--- config.mk ---
export PLATFORM = sky130hd
export DESIGN_NAME = x86c_ctrl
export DESIGN_NICKNAME = d
export VERILOG_FILES = /design/src/rtl/x86c_pkg.sv /design/src/rtl/x86c_ctrl.sv
export SDC_FILE = /design/constraint.sdc
export NUM_CORES = 1
export LEC_CHECK = 0
export ABC_AREA = 0
export BUFFER_PORTS_ARGS = -buffer_cell sky130_fd_sc_hd__buf_2
export CAP_MARGIN = 20
export CORE_MARGIN = 1.5
export CORE_UTILIZATION = 25
export CTS_BUF_LIST = sky130_fd_sc_hd__clkbuf_4 sky130_fd_sc_hd__clkbuf_8 sky130_fd_sc_hd__clkbuf_16
export DETAILED_ROUTE_END_ITERATION = 8
export GPL_TIMING_DRIVEN = 0
export PLACE_DENSITY = 0.52
export SLEW_MARGIN = 20
export SYNTH_ARGS = -nofsm -noshare
export SYNTH_HDL_FRONTEND = slang
export SYNTH_SLANG_ARGS = --single-unit
--- constraint.sdc ---
create_clock -name clk_i -period 2.2 [get_ports clk_i]
set_clock_uncertainty 0.1 [all_clocks]
set_input_delay 0.22 -clock clk_i [delete_from_list [all_inputs] [get_ports clk_i]]
set_output_delay 0.22 -clock clk_i [all_outputs]
set_load 0.05 [all_outputs]
--- src/rtl/x86c_pkg.sv ---
`default_nettype none
// ----------------------------------------------------------------------------
// x86c_pkg
// Shared types, codes and decode helpers of the 16-bit x86 subset core.
// ----------------------------------------------------------------------------
package x86c_pkg;

  // Memory geometry
  localparam int MemAddrBits = 16;
  localparam int MemDepth    = 2 ** MemAddrBits;
  typedef logic [MemAddrBits-1:0] maddr_t;

  // Flag bit positions
  localparam int FlagCf = 0;
  localparam int FlagPf = 2;
  localparam int FlagAf = 4;
  localparam int FlagZf = 6;
  localparam int FlagSf = 7;
  localparam int FlagOf = 11;

  // Register numbers
  localparam logic [2:0] RegAx = 3'd0;
  localparam logic [2:0] RegBx = 3'd3;
  localparam logic [2:0] RegSp = 3'd4;
  localparam logic [2:0] RegBp = 3'd5;
  localparam logic [2:0] RegSi = 3'd6;
  localparam logic [2:0] RegDi = 3'd7;
  localparam logic [1:0] SegCs = 2'd1;
  localparam logic [1:0] SegSs = 2'd2;
  localparam logic [1:0] SegDs = 2'd3;
  localparam logic [3:0] RegSelIp    = 4'd12;
  localparam logic [3:0] RegSelFlags = 4'd13;

  // Reset values
  localparam logic [15:0] ResetCs    = 16'hF000;
  localparam logic [15:0] ResetIp    = 16'hFFF0;
  localparam logic [15:0] ResetFlags = 16'h0002;

  // Opcodes
  localparam logic [7:0] OpNop       = 8'h90;
  localparam logic [7:0] OpHlt       = 8'hF4;
  localparam logic [7:0] OpInt       = 8'hCD;
  localparam logic [7:0] OpMovRi8    = 8'hB0;
  localparam logic [7:0] OpMovRi16   = 8'hB8;
  localparam logic [7:0] OpAddAxi    = 8'h05;
  localparam logic [7:0] OpSubAxi    = 8'h2D;
  localparam logic [7:0] OpCmpAxi    = 8'h3D;
  localparam logic [7:0] OpIncBase   = 8'h40;
  localparam logic [7:0] OpPushBase  = 8'h50;
  localparam logic [7:0] OpPopBase   = 8'h58;
  localparam logic [7:0] OpJmpShort  = 8'hEB;
  localparam logic [7:0] OpJmpNear   = 8'hE9;
  localparam logic [7:0] OpJccBase   = 8'h70;
  localparam logic [7:0] OpJs        = 8'h78;
  localparam logic [7:0] OpMovRmBase = 8'h88;
  localparam logic [7:0] OpMovRmi8   = 8'hC6;
  localparam logic [7:0] OpAddRmR    = 8'h01;
  localparam logic [7:0] OpAddRRm    = 8'h03;
  localparam logic [7:0] OpSubRmR    = 8'h29;
  localparam logic [7:0] OpSubRRm    = 8'h2B;
  localparam logic [7:0] OpCmpRmR    = 8'h39;
  localparam logic [7:0] OpCmpRRm    = 8'h3B;

  typedef enum logic [1:0] {
    ACT_WR   = 2'd0,
    ACT_RD   = 2'd1,
    ACT_STEP = 2'd2,
    ACT_REG  = 2'd3
  } action_e;

  typedef enum logic [1:0] {
    ST_RUN    = 2'd0,
    ST_HALT   = 2'd1,
    ST_FAULT  = 2'd2,
    ST_UNIMPL = 2'd3
  } run_st_e;

  typedef enum logic [3:0] {
    OC_NOP, OC_HLT, OC_MOV_RI8, OC_MOV_RI16, OC_ALU_AI, OC_INCDEC, OC_PUSH,
    OC_POP, OC_JMP8, OC_JMP16, OC_MOV_RM, OC_MOV_RMI, OC_ALU_RM, OC_INT, OC_BAD
  } op_class_e;

  typedef enum logic [1:0] {
    ADDR_IN, ADDR_CODE, ADDR_EA, ADDR_EA1
  } addr_sel_e;

  typedef enum logic [1:0] {
    WD_IN, WD_LO, WD_HI
  } wdata_sel_e;

  typedef enum logic [3:0] {
    CAP_NONE, CAP_RV, CAP_OP, CAP_MODRM, CAP_DISP_LO, CAP_DISP_HI,
    CAP_IMM_LO, CAP_IMM_HI, CAP_OPD_LO, CAP_OPD_HI
  } cap_e;

  typedef enum logic [3:0] {
    S_IDLE, S_WAIT, S_DECODE, S_MODRM, S_DISP_LO, S_DISP_HI, S_EA,
    S_IMM_LO, S_IMM_HI, S_OPD_LO, S_OPD_HI, S_EXEC, S_WR_LO, S_WR_HI, S_RESP
  } ctrl_state_e;

  // Controller to datapath
  typedef struct packed {
    logic       load_in;
    logic       mem_rd;
    logic       mem_we;
    addr_sel_e  addr_sel;
    wdata_sel_e wdata_sel;
    cap_e       cap;
    logic       ip_inc;
    logic       step_inc;
    logic       calc_ea;
    logic       exec;
    logic       set_st;
    run_st_e    st_val;
  } dp_cmd_t;

  // Datapath to controller
  typedef struct packed {
    logic [7:0] op;
    logic [7:0] modrm;
    run_st_e    run_st;
  } dp_stat_t;

  typedef struct packed {
    logic cf;
    logic pf;
    logic af;
    logic zf;
    logic sf;
    logic of;
  } alu_flags_t;

  // Instruction class of an opcode byte
  function automatic op_class_e op_class(input logic [7:0] op);
    op_class_e c;
    c = OC_BAD;
    if (op == OpNop) c = OC_NOP;
    else if (op == OpHlt) c = OC_HLT;
    else if (op[7:3] == OpMovRi8[7:3]) c = OC_MOV_RI8;
    else if (op[7:3] == OpMovRi16[7:3]) c = OC_MOV_RI16;
    else if (op == OpAddAxi || op == OpSubAxi || op == OpCmpAxi) c = OC_ALU_AI;
    else if (op[7:4] == OpIncBase[7:4]) c = OC_INCDEC;
    else if (op[7:3] == OpPushBase[7:3]) c = OC_PUSH;
    else if (op[7:3] == OpPopBase[7:3]) c = OC_POP;
    else if (op == OpJmpShort) c = OC_JMP8;
    else if (op[7:3] == OpJccBase[7:3] && op[2:1] != 2'b11) c = OC_JMP8;
    else if (op[7:1] == OpJs[7:1]) c = OC_JMP8;
    else if (op == OpJmpNear) c = OC_JMP16;
    else if (op[7:2] == OpMovRmBase[7:2]) c = OC_MOV_RM;
    else if (op[7:1] == OpMovRmi8[7:1]) c = OC_MOV_RMI;
    else if (op == OpAddRmR || op == OpAddRRm || op == OpSubRmR || op == OpSubRRm ||
             op == OpCmpRmR || op == OpCmpRRm) c = OC_ALU_RM;
    else if (op == OpInt) c = OC_INT;
    return c;
  endfunction

endpackage
`default_nettype wire

--- src/rtl/x86c_ctrl.sv ---
`default_nettype none
// ----------------------------------------------------------------------------
// x86c_ctrl
// Sequencer: handshakes, byte fetch order and execute/write-back steps.
// ----------------------------------------------------------------------------
module x86c_ctrl (
  input  logic               clk_i,
  input  logic               rst_ni,
  input  logic               in_valid_i,
  output logic               in_ready_o,
  input  logic [1:0]         action_i,
  output logic               out_valid_o,
  input  logic               out_ready_i,
  input  x86c_pkg::dp_stat_t stat_i,
  output x86c_pkg::dp_cmd_t  cmd_o
);

  x86c_pkg::ctrl_state_e state_q, state_d, ret_q, ret_d;
  x86c_pkg::op_class_e   cls;
  logic [7:0] op;
  logic [1:0] m_mod;
  logic [2:0] m_rm;
  logic       rm_mem, need_wr, need_opd, opd16, wr16, imm16;
  logic [1:0] disp_n;

  assign op     = stat_i.op;
  assign cls    = x86c_pkg::op_class(op);
  assign m_mod  = stat_i.modrm[7:6];
  assign m_rm   = stat_i.modrm[2:0];
  assign rm_mem = (m_mod != 2'b11);

  // Operand needs of the current instruction
  always_comb begin
    need_wr  = rm_mem & ((cls == x86c_pkg::OC_MOV_RM && !op[1]) ||
                         (cls == x86c_pkg::OC_MOV_RMI) ||
                         (cls == x86c_pkg::OC_ALU_RM && !op[1] && !(op[5] & op[4])));
    need_opd = rm_mem & ((cls == x86c_pkg::OC_MOV_RM && op[1]) ||
                         (cls == x86c_pkg::OC_ALU_RM));
    opd16    = (cls == x86c_pkg::OC_POP) || op[0];
    wr16     = (cls == x86c_pkg::OC_PUSH) || op[0];
    imm16    = (cls == x86c_pkg::OC_MOV_RI16) || (cls == x86c_pkg::OC_ALU_AI) ||
               (cls == x86c_pkg::OC_JMP16) || (cls == x86c_pkg::OC_MOV_RMI && op[0]);
    if (m_mod == 2'b00 && m_rm == 3'd6) disp_n = 2'd2;
    else if (m_mod == 2'b01)           disp_n = 2'd1;
    else if (m_mod == 2'b10)           disp_n = 2'd2;
    else                               disp_n = 2'd0;
  end

  // State register
  always_ff @(posedge clk_i or negedge rst_ni) begin
    if (!rst_ni) begin
      state_q <= x86c_pkg::S_IDLE;
      ret_q   <= x86c_pkg::S_IDLE;
    end else begin
      state_q <= state_d;
      ret_q   <= ret_d;
    end
  end

  // Next state and commands
  always_comb begin
    state_d     = state_q;
    ret_d       = ret_q;
    cmd_o       = '0;
    in_ready_o  = 1'b0;
    out_valid_o = 1'b0;
    case (state_q)
      x86c_pkg::S_IDLE: begin
        in_ready_o = 1'b1;
        if (in_valid_i) begin
          cmd_o.load_in = 1'b1;
          case (action_i)
            x86c_pkg::ACT_WR: begin
              cmd_o.mem_we    = 1'b1;
              cmd_o.addr_sel  = x86c_pkg::ADDR_IN;
              cmd_o.wdata_sel = x86c_pkg::WD_IN;
              state_d         = x86c_pkg::S_RESP;
            end
            x86c_pkg::ACT_RD: begin
              cmd_o.mem_rd   = 1'b1;
              cmd_o.addr_sel = x86c_pkg::ADDR_IN;
              cmd_o.cap      = x86c_pkg::CAP_RV;
              state_d        = x86c_pkg::S_WAIT;
              ret_d          = x86c_pkg::S_RESP;
            end
            x86c_pkg::ACT_STEP: begin
              if (stat_i.run_st != x86c_pkg::ST_RUN) begin
                state_d = x86c_pkg::S_RESP;
              end else begin
                cmd_o.mem_rd   = 1'b1;
                cmd_o.addr_sel = x86c_pkg::ADDR_CODE;
                cmd_o.cap      = x86c_pkg::CAP_OP;
                cmd_o.ip_inc   = 1'b1;
                cmd_o.step_inc = 1'b1;
                state_d        = x86c_pkg::S_WAIT;
                ret_d          = x86c_pkg::S_DECODE;
              end
            end
            default: state_d = x86c_pkg::S_RESP;
          endcase
        end
      end
      // memory byte lands in its buffer
      x86c_pkg::S_WAIT: state_d = ret_q;
      x86c_pkg::S_DECODE: begin
        case (cls)
          x86c_pkg::OC_NOP: state_d = x86c_pkg::S_RESP;
          x86c_pkg::OC_HLT: begin
            cmd_o.set_st = 1'b1;
            cmd_o.st_val = x86c_pkg::ST_HALT;
            state_d      = x86c_pkg::S_RESP;
          end
          x86c_pkg::OC_INCDEC, x86c_pkg::OC_PUSH: state_d = x86c_pkg::S_EXEC;
          x86c_pkg::OC_POP: state_d = x86c_pkg::S_EA;
          x86c_pkg::OC_MOV_RM, x86c_pkg::OC_MOV_RMI, x86c_pkg::OC_ALU_RM:
            state_d = x86c_pkg::S_MODRM;
          x86c_pkg::OC_MOV_RI8, x86c_pkg::OC_MOV_RI16, x86c_pkg::OC_ALU_AI,
          x86c_pkg::OC_JMP8, x86c_pkg::OC_JMP16, x86c_pkg::OC_INT:
            state_d = x86c_pkg::S_IMM_LO;
          default: begin
            cmd_o.set_st = 1'b1;
            cmd_o.st_val = x86c_pkg::ST_UNIMPL;
            state_d      = x86c_pkg::S_RESP;
          end
        endcase
      end
      x86c_pkg::S_MODRM: begin
        cmd_o.mem_rd   = 1'b1;
        cmd_o.addr_sel = x86c_pkg::ADDR_CODE;
        cmd_o.cap      = x86c_pkg::CAP_MODRM;
        cmd_o.ip_inc   = 1'b1;
        state_d        = x86c_pkg::S_WAIT;
        ret_d          = x86c_pkg::S_DISP_LO;
      end
      x86c_pkg::S_DISP_LO: begin
        if (disp_n == 2'd0) begin
          state_d = x86c_pkg::S_EA;
        end else begin
          cmd_o.mem_rd   = 1'b1;
          cmd_o.addr_sel = x86c_pkg::ADDR_CODE;
          cmd_o.cap      = x86c_pkg::CAP_DISP_LO;
          cmd_o.ip_inc   = 1'b1;
          state_d        = x86c_pkg::S_WAIT;
          ret_d          = (disp_n == 2'd2) ? x86c_pkg::S_DISP_HI : x86c_pkg::S_EA;
        end
      end
      x86c_pkg::S_DISP_HI: begin
        cmd_o.mem_rd   = 1'b1;
        cmd_o.addr_sel = x86c_pkg::ADDR_CODE;
        cmd_o.cap      = x86c_pkg::CAP_DISP_HI;
        cmd_o.ip_inc   = 1'b1;
        state_d        = x86c_pkg::S_WAIT;
        ret_d          = x86c_pkg::S_EA;
      end
      x86c_pkg::S_EA: begin
        cmd_o.calc_ea = 1'b1;
        if (cls == x86c_pkg::OC_POP) begin
          state_d = x86c_pkg::S_OPD_LO;
        end else if (cls == x86c_pkg::OC_MOV_RMI) begin
          // immediate store with a nonzero group field faults
          if (stat_i.modrm[5:3] != 3'd0) begin
            cmd_o.set_st = 1'b1;
            cmd_o.st_val = x86c_pkg::ST_FAULT;
            state_d      = x86c_pkg::S_RESP;
          end else begin
            state_d = x86c_pkg::S_IMM_LO;
          end
        end else if (need_opd) begin
          state_d = x86c_pkg::S_OPD_LO;
        end else begin
          state_d = x86c_pkg::S_EXEC;
        end
      end
      x86c_pkg::S_IMM_LO: begin
        cmd_o.mem_rd   = 1'b1;
        cmd_o.addr_sel = x86c_pkg::ADDR_CODE;
        cmd_o.cap      = x86c_pkg::CAP_IMM_LO;
        cmd_o.ip_inc   = 1'b1;
        state_d        = x86c_pkg::S_WAIT;
        ret_d          = imm16 ? x86c_pkg::S_IMM_HI : x86c_pkg::S_EXEC;
      end
      x86c_pkg::S_IMM_HI: begin
        cmd_o.mem_rd   = 1'b1;
        cmd_o.addr_sel = x86c_pkg::ADDR_CODE;
        cmd_o.cap      = x86c_pkg::CAP_IMM_HI;
        cmd_o.ip_inc   = 1'b1;
        state_d        = x86c_pkg::S_WAIT;
        ret_d          = x86c_pkg::S_EXEC;
      end
      x86c_pkg::S_OPD_LO: begin
        cmd_o.mem_rd   = 1'b1;
        cmd_o.addr_sel = x86c_pkg::ADDR_EA;
        cmd_o.cap      = x86c_pkg::CAP_OPD_LO;
        state_d        = x86c_pkg::S_WAIT;
        ret_d          = opd16 ? x86c_pkg::S_OPD_HI : x86c_pkg::S_EXEC;
      end
      x86c_pkg::S_OPD_HI: begin
        cmd_o.mem_rd   = 1'b1;
        cmd_o.addr_sel = x86c_pkg::ADDR_EA1;
        cmd_o.cap      = x86c_pkg::CAP_OPD_HI;
        state_d        = x86c_pkg::S_WAIT;
        ret_d          = x86c_pkg::S_EXEC;
      end
      x86c_pkg::S_EXEC: begin
        cmd_o.exec = 1'b1;
        if (cls == x86c_pkg::OC_PUSH || need_wr) state_d = x86c_pkg::S_WR_LO;
        else                                    state_d = x86c_pkg::S_RESP;
      end
      x86c_pkg::S_WR_LO: begin
        cmd_o.mem_we    = 1'b1;
        cmd_o.addr_sel  = x86c_pkg::ADDR_EA;
        cmd_o.wdata_sel = x86c_pkg::WD_LO;
        state_d         = wr16 ? x86c_pkg::S_WR_HI : x86c_pkg::S_RESP;
      end
      x86c_pkg::S_WR_HI: begin
        cmd_o.mem_we    = 1'b1;
        cmd_o.addr_sel  = x86c_pkg::ADDR_EA1;
        cmd_o.wdata_sel = x86c_pkg::WD_HI;
        state_d         = x86c_pkg::S_RESP;
      end
      x86c_pkg::S_RESP: begin
        out_valid_o = 1'b1;
        if (out_ready_i) state_d = x86c_pkg::S_IDLE;
      end
      default: state_d = x86c_pkg::S_IDLE;
    endcase
  end

endmodule
`default_nettype wire
==> run_results.csv <==
group,metric,value,unit
run_status,outcome,"finished clean",
sta,fmax,464.1,MHz
critical_path,path_class,"flop to output pin",
detailed_routing,post-route-drc-count,0,
clock_network,path_clk_slew,0.04,ns
detailed_routing,wire_per_inst,15.57,um
yosys,async_reset_ff_frac,1.000,
cells_and_area,syn2layout_area_growth,39.02,%
clock_network,cts_buffers,3,
yosys,ys_top_cells_by_area,"dfrtp_1 14%, nand2_1 6.7%, nand2b_1 6.0%, a21oi_1 4.5%, nor2_1 4.4%",
critical_path,r2r_end,"state_q[0]$_DFFE_PN0P_",
critical_path,crit_path_frequent_cell,"o21ai_1",
critical_path,rr_worst_depth,7,
yosys,synth_top_family_by_area,"simple AND/OR/NAND/NOR gates",
power_and_ir_drop,p_per_area,1390,nW/um^2
sta,finalHoldViolCount,0,
critical_path,cp_num_cells,6,
detailed_routing,drtAntennaViolNets,0,
yosys,synthCells,212,
detailed_routing,route.met2.wl,2421,um
grt,grt_use_total,0.1653,
die,start_util,0.2617,
detailed_routing,first_pass_iters,4,
critical_path,cp_slowest_cell,"dfrtp_1",
sta,period_needed,2.155,ns
sta,rsz0062_at_grt,"true",
yosys,synth.most_common_cell,"nand2_1",
yosys,ys_warn_count,0,
die,rows,27,
critical_path,crit_fanout,6,
clock_network,htreeDepth,1,
critical_path,critPathBufInv,2,
critical_path,crit_arrival,1.83,ns
yosys,synth-simple-area-share,0.4125,
sta,min_period_over_period,0.9794,
cells_and_area,utilization,0.3639,
sta,finalSetupViolCount,0,
yosys,synthFlopType,"dfrtp_1",
yosys,synth_top_area_frac,0.1372,
critical_path,r2r-start,"state_q[2]$_DFFE_PN0P_",
detailed_routing,vias_per_cell,5.494,
cells_and_area,fill_cells,611,
yosys,synth_common_cells,"26 x nand2_1, 17 x nor2_1, 14 x nand2b_1",
yosys,synthXorXnorAreaFrac,0.02401,
placed_design,io_buffers,39,
die,ios,44,
job,cap_violations,0,
grt,antenna_found_initial,0,
placed_design,place.gp.congestion,0.8726,
yosys,synthMuxAreaShare,0,
yosys,synth_area_per_cell,6.882,sq um
placed_design,post_dp_cell_area,1804,sq um
yosys,synth_area,1459,sq um
sta,slew_headroom,0.6257,
die,dieArea,6303,sq um
yosys,ys_seq_area_frac,0.1372,
cells_and_area,postLayoutCellArea,2028,sq um
critical_path,worstSetupEndpoint,"cmd_o[16]",
die,die_width,79.39,um
detailed_routing,drt_iter0_drc,111,
yosys,synth_compound_area_frac,0.3079,
clock_network,cts-root-buf,"clkbuf_8",
die,die_h,79.39,um
yosys,syn_nets,240,
clock_network,cts_buffer_depth,2,
grt,grt_max_degree,11,
sta,fin_ws,0.04534,ns
critical_path,critPathMaxStageDelay,0.40,ns
sta,tightest_slew,0.5563,ns
cells_and_area,fin_cells,332,
grt,grt-ovfl-total,0,
critical_path,rrSetupSlack,0.13,ns
placed_design,place_inst,323,
cells_and_area,layout.nets,290,
yosys,ys_types,61,
clock_network,numClockSinks,8,
yosys,synth_area_leader_cell,"dfrtp_1",
detailed_routing,num_vias,1824,
critical_path,setup.worst_path.end_class,"output pin",
grt,grt_pass1_wl,8376,um
critical_path,crit_family,"compound AO/OA/AOI/OAI gates",
cells_and_area,antennaDiodeCount,0,
placed_design,dp_worst_setup_slack,-0.1658,ns
critical_path,worstPathRequired,1.88,ns
power_and_ir_drop,total_power,2.819,mW
critical_path,path_cells,"buf_4 -> and2_0 -> a311oi_2 -> o21ai_1 -> o21ai_1 -> buf_6",
detailed_routing,drt-met1-wl,2477,um
yosys,synth_edf_count,0,
critical_path,cp-start-kind,"flop",
min_path,hp-class,"primary input to async pin",
yosys,synth-seq-cells,8,
die,core-area,5574,sq um
placed_design,hpwl,3913,um
power_and_ir_drop,ir_worst_vdd,0.9318,mV
sta,hold_ws,0.2740,ns
critical_path,crit_start,"state_q[2]$_DFFE_PN0P_",
clock_network,clock_latency,0.22,ns
sta,finalSetupTns,0,ns
detailed_routing,routed-wl-met3,246,um
sta,drv_slew,0,
detailed_routing,drt-total-wl,5168,um
cells_and_area,drive_above_1_share,0.3423,
clock_network,cts_tree,"yes",
yosys,synth_adder_area_share,0.04117,
detailed_routing,top_layer_used,"met4",
power_and_ir_drop,leakage,0.8658,nW
grt,grt_pass1_vias,1668,
area by class of cell:
type	instances	area, sq um	area share
plain buffers	15	118.9	0.05861
inverters	9	45.04	0.02221
multi-input cells	180	1266	0.6243
clock buffers	3	41.29	0.02036
flip-flops and latches	8	202.7	0.09994
well taps	72	90.09	0.04442
repair buffers	45	264.0	0.1302
metal layers:
metal / vias up / track usage
li1: 896 / -
met1: 872 / 0.2407
met2: 54 / 0.2615
met3: 2 / 0.01486
met4: 0 / 0.03860
met5: - / 0
how the worst min path moves through the flow:
| stage | to | start | depth (start not counted) |
|---|---|---|---|
| finish | state_q[2]$_DFFE_PN0P_ | rst_ni | 2 |
| global placement | state_q[2]$_DFFE_PN0P_ | rst_ni | 1 |
| CTS | ret_q[1]$_DFFE_PN0P_ | rst_ni | 2 |
| detailed placement | state_q[2]$_DFFE_PN0P_ | rst_ni | 1 |
| global route | state_q[2]$_DFFE_PN0P_ | rst_ni | 2 |
| floorplan | ret_q[0]$_DFFE_PN0P_ | rst_ni | 0 |
sequential cells by signal (all words and copies together), names as in the netlist:
name     count
ret_q        4
state_q      4
placed cells by master (no fill, tap or decap), types with 3 or more instances in the layout:
master / n
a32oi_1: 3
dfrtp_1: 6
nand4bb_1: 3
nor2_1: 15
nor3_1: 6
clkinvlp_4: 3
a21oi_1: 12
and3_1: 5
clkbuf_2: 4
xnor2_1: 3
o311ai_0: 3
o21ai_0: 8
buf_6: 6
a211oi_1: 3
nand3_1: 5
nor3_2: 3
nand2_1: 23
buf_4: 12
a31oi_1: 3
buf_2: 34
nand2b_1: 13
inv_1: 6
o21ai_1: 4
ha_1: 4
o22ai_1: 3
nor2b_1: 4
clkbuf_8: 4
nand4_1: 3
where the power goes:
| group | internal (mW) | switching, mW |
|---|---|---|
| registers | 0.233 | 0.0882 |
| logic | 0.838 | 1.49 |
| clock network | 0.118 | 0.0541 |
| total | 1.19 | 1.63 |
worst register-to-register path, stage by stage (launching register included):
cell	delay, ns
dfrtp_1	0.40
buf_4	0.15
and2_0	0.28
a311oi_2	0.34
o21ai_1	0.14
buf_4	0.16
o2111a_1	0.10
o21ai_0	0.28
cell families (layout without fill, tap and decap cells):
| group | count (synthesis) | after routing |
|---|---|---|
| AND/OR/NAND/NOR | 107 | 107 |
| AO/OA/AOI/OAI | 64 | 64 |
| buffers and inverters | 24 | 72 |
| flip-flops | 8 | 8 |
| adder cells (fa/ha/maj) | 5 | 5 |
| XOR/XNOR | 4 | 4 |
what timing repair did:
action | 4_1_cts | 5_1_grt
buffers inserted | 0 | 5
hold buffers | 1 | 0
endpoints found under the setup margin | 15 | 13
hold endpoints to repair | 8 | 0
pin swaps | 0 | 1
gates resized for setup | 24 | 25
Note: power is estimated with default switching activity, not from simulation.
